**config.mk**
```make
export PLATFORM = sky130hd
export DESIGN_NAME = llti_cell
export DESIGN_NICKNAME = d
export VERILOG_FILES = /design/src/rtl/llti_pkg.sv /design/src/rtl/llti_cell.sv
export SDC_FILE = /design/constraint.sdc
export NUM_CORES = 1
export LEC_CHECK = 0
export ABC_AREA = 0
export BUFFER_PORTS_ARGS = -buffer_cell sky130_fd_sc_hd__buf_4
export CAP_MARGIN = 40
export CORE_ASPECT_RATIO = 1.75
export CORE_MARGIN = 4
export CORE_UTILIZATION = 45
export CTS_CLUSTER_SIZE = 12
export DETAILED_ROUTE_END_ITERATION = 8
export MAX_ROUTING_LAYER = met4
export PLACE_DENSITY = 0.82
export SYNTH_ARGS = -nofsm -noshare
export SYNTH_HDL_FRONTEND = slang
export SYNTH_SLANG_ARGS = --single-unit
```
**constraint.sdc**
```tcl
create_clock -name clk_i -period 11.1 [get_ports clk_i]
set_clock_uncertainty 0.2 [all_clocks]
set_input_delay 1.665 -clock clk_i [delete_from_list [all_inputs] [get_ports clk_i]]
set_output_delay 1.665 -clock clk_i [all_outputs]
set_load 0.01 [all_outputs]
```
**src/rtl/llti_pkg.sv**
```systemverilog
package llti_pkg;

  localparam int unsigned TABLE_DEPTH_DEF = 64;
  localparam int unsigned CRD_W = 32;
  localparam int unsigned TOL_W = 16;
  localparam logic [TOL_W-1:0] TOL_RESET = 16'd655;

  // log2 value: 5-bit signed integer part, 16 fraction bits
  localparam int unsigned LOG_W = 21;
  localparam int unsigned NUM_W = 2 * LOG_W;

  typedef enum logic [1:0] {
    CMD_ADD   = 2'd0,
    CMD_QUERY = 2'd1,
    CMD_CLEAR = 2'd2
  } cmd_e;

  typedef enum logic [2:0] {
    ST_OK    = 3'd0,
    ST_RANGE = 3'd1,
    ST_FEW   = 3'd2,
    ST_FULL  = 3'd3,
    ST_ZERO  = 3'd4
  } status_e;

  typedef struct packed {
    logic [1:0]       command;
    logic [CRD_W-1:0] x_value;
    logic [CRD_W-1:0] y_value;
  } in_item_t;

  typedef struct packed {
    logic [CRD_W-1:0] result_value;
    logic [2:0]       status;
  } out_item_t;

  typedef struct packed {
    logic [CRD_W-1:0] x;
    logic [CRD_W-1:0] y;
  } point_t;

  typedef struct packed {
    logic [CRD_W-1:0] x1;
    logic [CRD_W-1:0] x2;
    logic [CRD_W-1:0] xq;
    logic [CRD_W-1:0] y1;
    logic [CRD_W-1:0] y2;
  } math_req_t;

  function automatic logic [63:0] isqrt64(input logic [63:0] n_in);
    logic [63:0] n;
    logic [63:0] res;
    logic [63:0] bitv;
    n    = n_in;
    res  = '0;
    bitv = 64'd1 << 62;
    for (int j = 0; j < 32; j++) begin
      if (bitv > n) bitv = bitv >> 2;
    end
    for (int j = 0; j < 32; j++) begin
      if (bitv != 64'd0) begin
        if (n >= res + bitv) begin
          n   = n - (res + bitv);
          res = (res >> 1) + bitv;
        end else begin
          res = res >> 1;
        end
        bitv = bitv >> 2;
      end
    end
    return res;
  endfunction

  // 2^(2^-k) in Q1.31, each root taken from the previous one
  function automatic logic [31:0] exp_root(input int k);
    logic [63:0] r;
    r = 64'd1 << 32;
    for (int j = 1; j <= k; j++) begin
      r = isqrt64(r << 31);
    end
    return r[31:0];
  endfunction

endpackage

```
**src/rtl/llti_cell.sv**
```systemverilog
module llti_cell (
  input  logic            clk_i,
  input  logic            valid_i,
  input  logic            ins_i,
  input  llti_pkg::point_t new_i,
  input  logic            prev_gt_i,
  input  llti_pkg::point_t prev_i,
  output llti_pkg::point_t pt_o,
  output logic            gt_o,
  output logic            ge_o
);

  llti_pkg::point_t pt_q, pt_d;

  // empty cells count as above any x, so the new point lands at the end
  assign gt_o = !valid_i || (pt_q.x > new_i.x);
  assign ge_o = pt_q.x >= new_i.x;
  assign pt_o = pt_q;

  always_comb begin
    pt_d = pt_q;
    if (ins_i && gt_o) begin
      pt_d = prev_gt_i ? prev_i : new_i;
    end
  end

  always_ff @(posedge clk_i) begin
    pt_q <= pt_d;
  end

endmodule

```
==> flow_summary.toml, run 1 <==
[cts]
cts_sinks = 64
clk_latency_ns = 0.32
holdBufCountCts = 0
cts.repair.resized = 0
numCtsBuffers = 9
cts_max_level = 3
post_cts_buffers = 0
clk_pin_slew_ns = 0.05
cts_tree = "built"
cts_buffer_depth = 2
root_buffer = "clkbuf_16"

[sta]
worstMarginPinSlew_ns = 0.8341
final-hold-violation-count = 0
drv_slew = 0
finalSetupViolations = 0
period_needed_ns = 5.391
finalSetupTns_ns = 0
fmax_mhz = 185.5
relSlewSlack = 0.4439
min_period_over_period = 0.4857
grt_setup_unrepaired = "false"

[place]
hpwlAfterDp_mm = 7.858
io_buffers = 197
gp_congestion = 0.8865

[floorplanning]
initial_core_util = 0.4606
coreArea_um2 = 7567
num_rows = 42
die_w_um = 74.53
pin_count = 198
die_area_um2 = 9274
die_h_um = 124.4

[drt]
drt-total-wl_mm = 9.848
vias_per_cell = 5.204
ant_nets = 0
drcViolationCount = 0
drt_iter0_drc = 182
num_vias = 3013
first_pass_iters = 4
wl_per_cell_um = 17.01

[final_layout]
post-route-util = 0.7120
layout_commonest_cell = "buf_4"
final.fill_count = 556
layout-drive-gt1-share = 0.5153
fin_nets = 650
seq_area_um2 = 1922
layout_common_cells = "buf_4 (198), edfxtp_1 (64), nand2_1 (37)"
multiInputGateArea_um2 = 1413
syn2layout_area_growth_pct = 54.56
n_antenna_cell = 0
largest_reg_flops = 64

[yosys]
syn_nets = 451
yosysTopAreaCell = "edfxtp_1"
synth.top_cell.area_share = 0.5513
yosys-top-cells-area = "edfxtp_1 (55%), ha_1 (11%), mux2_2 (11%)"
synth_warnings = 0
syn_avg_cell_area_um2 = 12.15
netlist_area_um2 = 3486
synth-edff-count = 64
ys_types = 28
synthCells = 287
synth-async-reset-ratio = 0
synth_seq_cells = 64
synth_ff_type = "edfxtp_1"
yosysSeqAreaShare = 0.5513

[hold_path]
hold_class = "reg2reg"

[global_routing]
gr-usage-all-layers = 0.2249
first_global_vias = 3233
grt_overflow = 0
grt_pass1_wl_mm = 15.21
grt_max_degree = 65
antenna_found_initial = 0

[critical_path]
path_class = "in2out"
crit_required_ns = 9.24
timing.critical_path.to_type = "output pin"
cp.arrival_ns = 3.53
start_kind = "input pin"
crit_fanout = 3

[power_and_ir_drop]
cellPowerDensity_nw_per_um2 = 136.6
ir_worst_vdd_v = 0.00009894
p_leak_nw = 2.510

[job]
maxCapViolations = 0

[status]
status = "complete, no violations"
[worst paths after layout]
path / startpoint / end / slack [ns] / depth (start not counted)
setup / recovery: new_i[55] / gt_o / 5.71 / 9
hold / removal: pt_o[60] / pt_o[33] / 1.40 / 6
setup reg to reg: pt_o[46] / pt_o[62] / 7.97 / 6
hold reg to reg: pt_o[60] / pt_o[33] / 1.40 / 6
[kinds of logic after synthesis]
kind of cell	after synthesis	synth area share
buf+inv	44	0.04846
mux	33	0.1066
compound gates	58	0.1001
fa+ha+maj	32	0.1149
simple gates	56	0.07861
flops	64	0.5513
[Yosys cell counts, types with 2 or more instances]
master	number
buf_2	3
o21ai_0	34
nand4_1	6
a21o_1	2
mux2_2	33
inv_1	33
nand4_2	2
nor2_1	2
nand2_1	37
a21oi_1	13
edfxtp_1	64
clkbuf_1	6
ha_1	32
a221o_1	2
buf_1	2
nand3_1	4
[per-layer routing]
| layer | up-vias | global-route usage | part of all wire |
|---|---|---|---|
| met5 | - | - | 0 |
| met4 | 0 | 0.1143 | 0.036 |
| met3 | 29 | 0.04604 | 0.059 |
| met2 | 131 | 0.3826 | 0.56 |
| met1 | 1395 | 0.2370 | 0.34 |
| li1 | 1458 | - | - |
[stage by stage]
stage | area (um^2) | cells | setup WS [ns] | hold slack (ns) | total power, mW
floorplan | 3486 | 287 | 2.584 | 1.652 | 0.3684
global placement | 5055 | 562 | 5.737 | 1.409 | 0.4412
detailed placement | 5075 | 563 | 5.719 | 1.433 | 0.4474
CTS | 5388 | 579 | 5.718 | 1.409 | 0.7451
global route | 5388 | 579 | 5.580 | 1.424 | 0.7704
finish | 5388 | 579 | 5.709 | 1.402 | 0.7362
[layout make-up]
type                       count  share of cell area
clock buffer                  10             0.04250
clock inverter                 6             0.01556
inverter                      33             0.02299
multi-input combinational    179              0.2622
sequential                    64              0.3567
tap                           88             0.02044
timing repair buffer         199              0.2796
[report_power, final]
group / leakage (nW) / switching [mW] / internal, mW
registers: 0.614 / 0.00775 / 0.291
logic: 1.74 / 0.0651 / 0.0774
clock network: 0.156 / 0.0990 / 0.196
total: 2.51 / 0.172 / 0.564
[critical path: stages]
cell,delay (ns)
buf_4,0.08
inv_1,0.04
ha_1,0.32
a21oi_1,0.16
o21ai_0,0.10
a221o_1,0.32
a211oi_1,0.50
a31oi_1,0.16
buf_4,0.17
Note: power is estimated with default switching activity, not from simulation.
==> run 2, diff against run 1 <==
Settings changed: CORE_UTILIZATION 45 to 40, PLACE_DENSITY 0.82 to 0.77.
Clock period 11.1 ns to 4.4 ns, I/O delays scaled along.
==> flow_summary.toml, run 2 (synthesis gave the netlist of run 1 again) <==
[power_and_ir_drop]
intPower_mw = 1.361
p_clk_frac = 0.380
pwr-share-comb = 0.198
seqPwrFrac = 0.422
power.switching_uw = 423.3
ir_worst_vdd_v = 0.0002482
p_leak_nw = 2.482
cellPowerDensity_nw_per_um2 = 331.7
switching_share = 0.2372

[cts]
clk_latency_ns = 0.32
cts_buffer_depth = 2
clk_pin_slew_ns = 0.05
post_cts_buffers = 0
cts.repair.resized = 0
cts_sinks = 64
holdBufCountCts = 0
root_buffer = "clkbuf_16"
numCtsBuffers = 9
cts_max_level = 3
cts_tree = "built"

[final_layout]
largest_reg_flops = 64
post-route-util = 0.6387
syn2layout_area_growth_pct = 54.34
layout_common_cells = "buf_4 (197), edfxtp_1 (64), nand2_1 (37)"
layout-drive-gt1-share = 0.5092
n_antenna_cell = 0
fin_nets = 649
layout_commonest_cell = "buf_4"

[drt]
ant_nets = 0
drt_iter0_drc = 79
num_vias = 2926
drcViolationCount = 0
vias_per_cell = 4.844
drt-total-wl_mm = 9.331
wl_per_cell_um = 15.45
first_pass_iters = 4

[sta]
min_period_over_period = 0.7587
final-hold-violation-count = 0
grt_setup_unrepaired = "false"
finalSetupViolations = 0
holdWs_ns = 0.4196
worstMarginPinSlew_ns = 0.9038
drv_slew = 0
period_needed_ns = 3.338
relSlewSlack = 0.3975
setup_slack_ns = 1.062
fmax_mhz = 299.6
finalSetupTns_ns = 0

[global_routing]
grt_max_degree = 96
gr-usage-all-layers = 0.1879
grt_pass1_wl_mm = 14.81
grt_overflow = 0
antenna_found_initial = 0
first_global_vias = 3196

[job]
maxCapViolations = 0

[hold_path]
hold_class = "in2reg"
worstHoldEndpoint = "pt_o[35]"
hold_start = "prev_i[35]"
holdPathStages = 3

[critical_path]
crit_required_ns = 3.54
crit_fanout = 3
reg2reg_from = "pt_o[59]"
cp.arrival_ns = 2.48
ff2ff_setup_slack_ns = 1.57
crit_start = "new_i[55]"
worstReg2RegEnd = "pt_o[34]"
ff2ff_path_depth = 6
start_kind = "input pin"
timing.critical_path.to_type = "output pin"
path_class = "in2out"

[place]
dp_slack_ns = 1.056
hpwlAfterDp_mm = 7.386
io_buffers = 197
gp_congestion = 0.7723

[floorplanning]
pin_count = 198
die_h_um = 131.5
initial_core_util = 0.4138
coreArea_um2 = 8423
die_area_um2 = 10330
die_w_um = 78.57
num_rows = 44

[status]
status = "complete, no violations"
## run 2: final cells by class
cell class / count / area [um^2]
fill: 688 / 3043
inverter: 33 / 123.9
multi-input combinational: 179 / 1413
clock buffer: 11 / 232.7
clock inverter: 4 / 46.29
sequential: 64 / 1922
tap: 115 / 143.9
timing repair buffer: 198 / 1499
## run 2: power groups by stage
stage	clock network, mW	registers, mW	logic, mW
finish	0.678	0.753	0.353
global route	0.720	0.758	0.392
CTS	0.690	0.754	0.360
detailed placement	0	0.766	0.358
global placement	0	0.764	0.351
floorplan	0	0.789	0.136
## run 2: per-stage QoR
stage / power (mW) / instances / cell area (um^2)
3_5_place_dp: 1.124 / 589 / 5101
4_1_cts: 1.804 / 604 / 5380
5_1_grt: 1.869 / 604 / 5380
2_1_floorplan: 0.9254 / 287 / 3503
6_report: 1.784 / 604 / 5380
3_3_place_gp: 1.115 / 589 / 5101
## run 2: worst max-delay path: stages
cell,delay [ns]
buf_4,0.07
inv_1,0.05
ha_1,0.33
a21oi_1,0.15
o21ai_0,0.12
a221o_1,0.33
a211oi_1,0.44
a31oi_1,0.16
buf_4,0.17
## run 2: worst max path at each step
stage / cells after the start / end / slack, ns
2_1_floorplan: 7 / pt_o[0] / 0.23
3_3_place_gp: 9 / gt_o / 1.08
3_5_place_dp: 9 / gt_o / 1.06
4_1_cts: 9 / gt_o / 1.05
5_1_grt: 9 / gt_o / 0.84
6_report: 9 / gt_o / 1.06
## run 2: metal layers
metal	vias to the layer above	part of all wire	GRT usage
met3	13	0.063	0.04589
li1	1451	-	-
met4	0	0.020	0.06809
met1	1337	0.37	0.1964
met2	125	0.55	0.3354
met5	-	0	-
==> run 3, diff against run 2 <==
Clock period 4.4 ns to 2.9 ns, I/O delays scaled along.
==> flow_summary.toml, run 3 (synthesis gave the netlist of run 1 again) <==
[status]
status = "complete, but fails checks"
failed_checks = "setup timing"

[sta]
final-hold-violation-count = 0
holdWs_ns = 0.1902
finalSetupViolations = 1
fmax_mhz = 341.9
worstMarginPinSlew_ns = 0.5627
drv_slew = 0
min_period_over_period = 1.008
setup_slack_ns = -0.02442
grt_setup_unrepaired = "true"
relSlewSlack = 0.6249
period_needed_ns = 2.924

[drt]
drcViolationCount = 0
ant_nets = 0
drt-total-wl_mm = 10.15
num_vias = 3056
drt_iter0_drc = 76
first_pass_iters = 4
wl_per_cell_um = 16.40
vias_per_cell = 4.937

[critical_path]
ff2ff_setup_slack_ns = 0.06
timing.critical_path.to_type = "output pin"
start_kind = "flip-flop"
path_class = "reg2out"
crit_end = "gt_o"
reg2reg_from = "pt_o[56]"
crit_required_ns = 2.27
cp.arrival_ns = 2.29
worstReg2RegEnd = "pt_o[32]"
crit_start = "pt_o[55]"
ff2ff_path_depth = 8
crit_fanout = 3

[floorplanning]
die_w_um = 78.57
die_h_um = 131.5
initial_core_util = 0.4138
die_area_um2 = 10330
coreArea_um2 = 8423
pin_count = 198
num_rows = 44

[final_layout]
layout_commonest_cell = "buf_4"
largest_reg_flops = 64
syn2layout_area_growth_pct = 62.81
fin_nets = 664
n_antenna_cell = 0
layout-drive-gt1-share = 0.5556
layout_common_cells = "buf_4 (210), edfxtp_1 (64), nand2_1 (37)"

[place]
hpwlAfterDp_mm = 8.028
io_buffers = 197
gp_congestion = 0.7633

[cts]
clk_pin_slew_ns = 0.05
cts_tree = "built"
clk_latency_ns = 0.32
numCtsBuffers = 9
cts_sinks = 64
cts_buffer_depth = 2
cts_max_level = 3
root_buffer = "clkbuf_16"

[hold_path]
hold_class = "in2reg"
holdPathStages = 3

[job]
maxCapViolations = 0

[global_routing]
grt_max_degree = 52
grt_pass1_wl_mm = 15.61
first_global_vias = 3260
antenna_found_initial = 0
grt_overflow = 0
gr-usage-all-layers = 0.2003

[power_and_ir_drop]
finalPower_mw = 2.788
p_leak_nw = 2.561
cellPowerDensity_nw_per_um2 = 491.2
ir_worst_vdd_v = 0.0003770
run 3: changes by cell type in the layout (fill, tap and decap cells not counted), moves of 2 or more:
cell | previous run | this run
ha_1 | 32 | 22
clkbuf_1 | 2 | 0
buf_4 | 197 | 210
o21ai_1 | 0 | 2
o21ai_0 | 34 | 32
clkinvlp_4 | 1 | 3
ha_4 | 0 | 10
run 3: critical path, cell delays in order (launching register included):
cell      delay [ns]
edfxtp_1        0.43
ha_4            0.25
a21oi_1         0.18
o21ai_1         0.13
a221o_1         0.36
a211oi_2        0.22
buf_4           0.15
a31oi_1         0.08
buf_4           0.16
run 3: layer usage:
layer	routed length (um)	track usage	vias up
met3	646	0.04521	15
met1	3415	0.2046	1430
li1	-	-	1478
met4	140	0.05350	0
met5	0	-	-
met2	5950	0.3742	133
run 3: per-stage QoR:
| stage | cells | setup TNS [ns] | area [um^2] | setup WS [ns] | utilization |
|---|---|---|---|---|---|
| 2_1_floorplan | 287 | -58.91 | 3503 | -0.9205 | - |
| 3_3_place_gp | 593 | 0 | 5144 | 0.1349 | 0.6107 |
| 3_5_place_dp | 593 | 0 | 5144 | 0.05463 | 0.6107 |
| 4_1_cts | 612 | -0.01375 | 5540 | -0.01375 | 0.6578 |
| 5_1_grt | 619 | -2.149 | 5675 | -0.1091 | 0.6738 |
| 6_report | 619 | -0.02442 | 5675 | -0.02442 | 0.6738 |
run 3: area by class of cell:
cell class	count	area (um^2)
fill	664	2748
sequential	64	1922
timing repair buffer	213	1628
multi-input combinational	179	1572
clock buffer	9	225.2
tap	115	143.9
inverter	33	123.9
clock inverter	6	61.31
run 3: repair_timing:
item                       CTS  global route
hold buffers                 0             0
buffers inserted             4             7
pin swaps                    6             6
gates resized for setup     10             8
setup endpoints to repair    2             2
run 3: worst min-delay path by stage:
stage,startpoint,to
CTS,prev_i[57],pt_o[57]
finish,prev_i[37],pt_o[37]
global route,prev_i[58],pt_o[58]
floorplan,prev_i[62],pt_o[62]
global placement,prev_i[34],pt_o[34]
detailed placement,prev_i[57],pt_o[57]
run 3: power by group:
part | switching [mW] | leakage (nW) | internal (mW)
logic | 0.270 | 1.82 | 0.340
clock network | 0.376 | 0.131 | 0.654
registers | 0.0333 | 0.614 | 1.11
total | 0.679 | 2.56 | 2.11
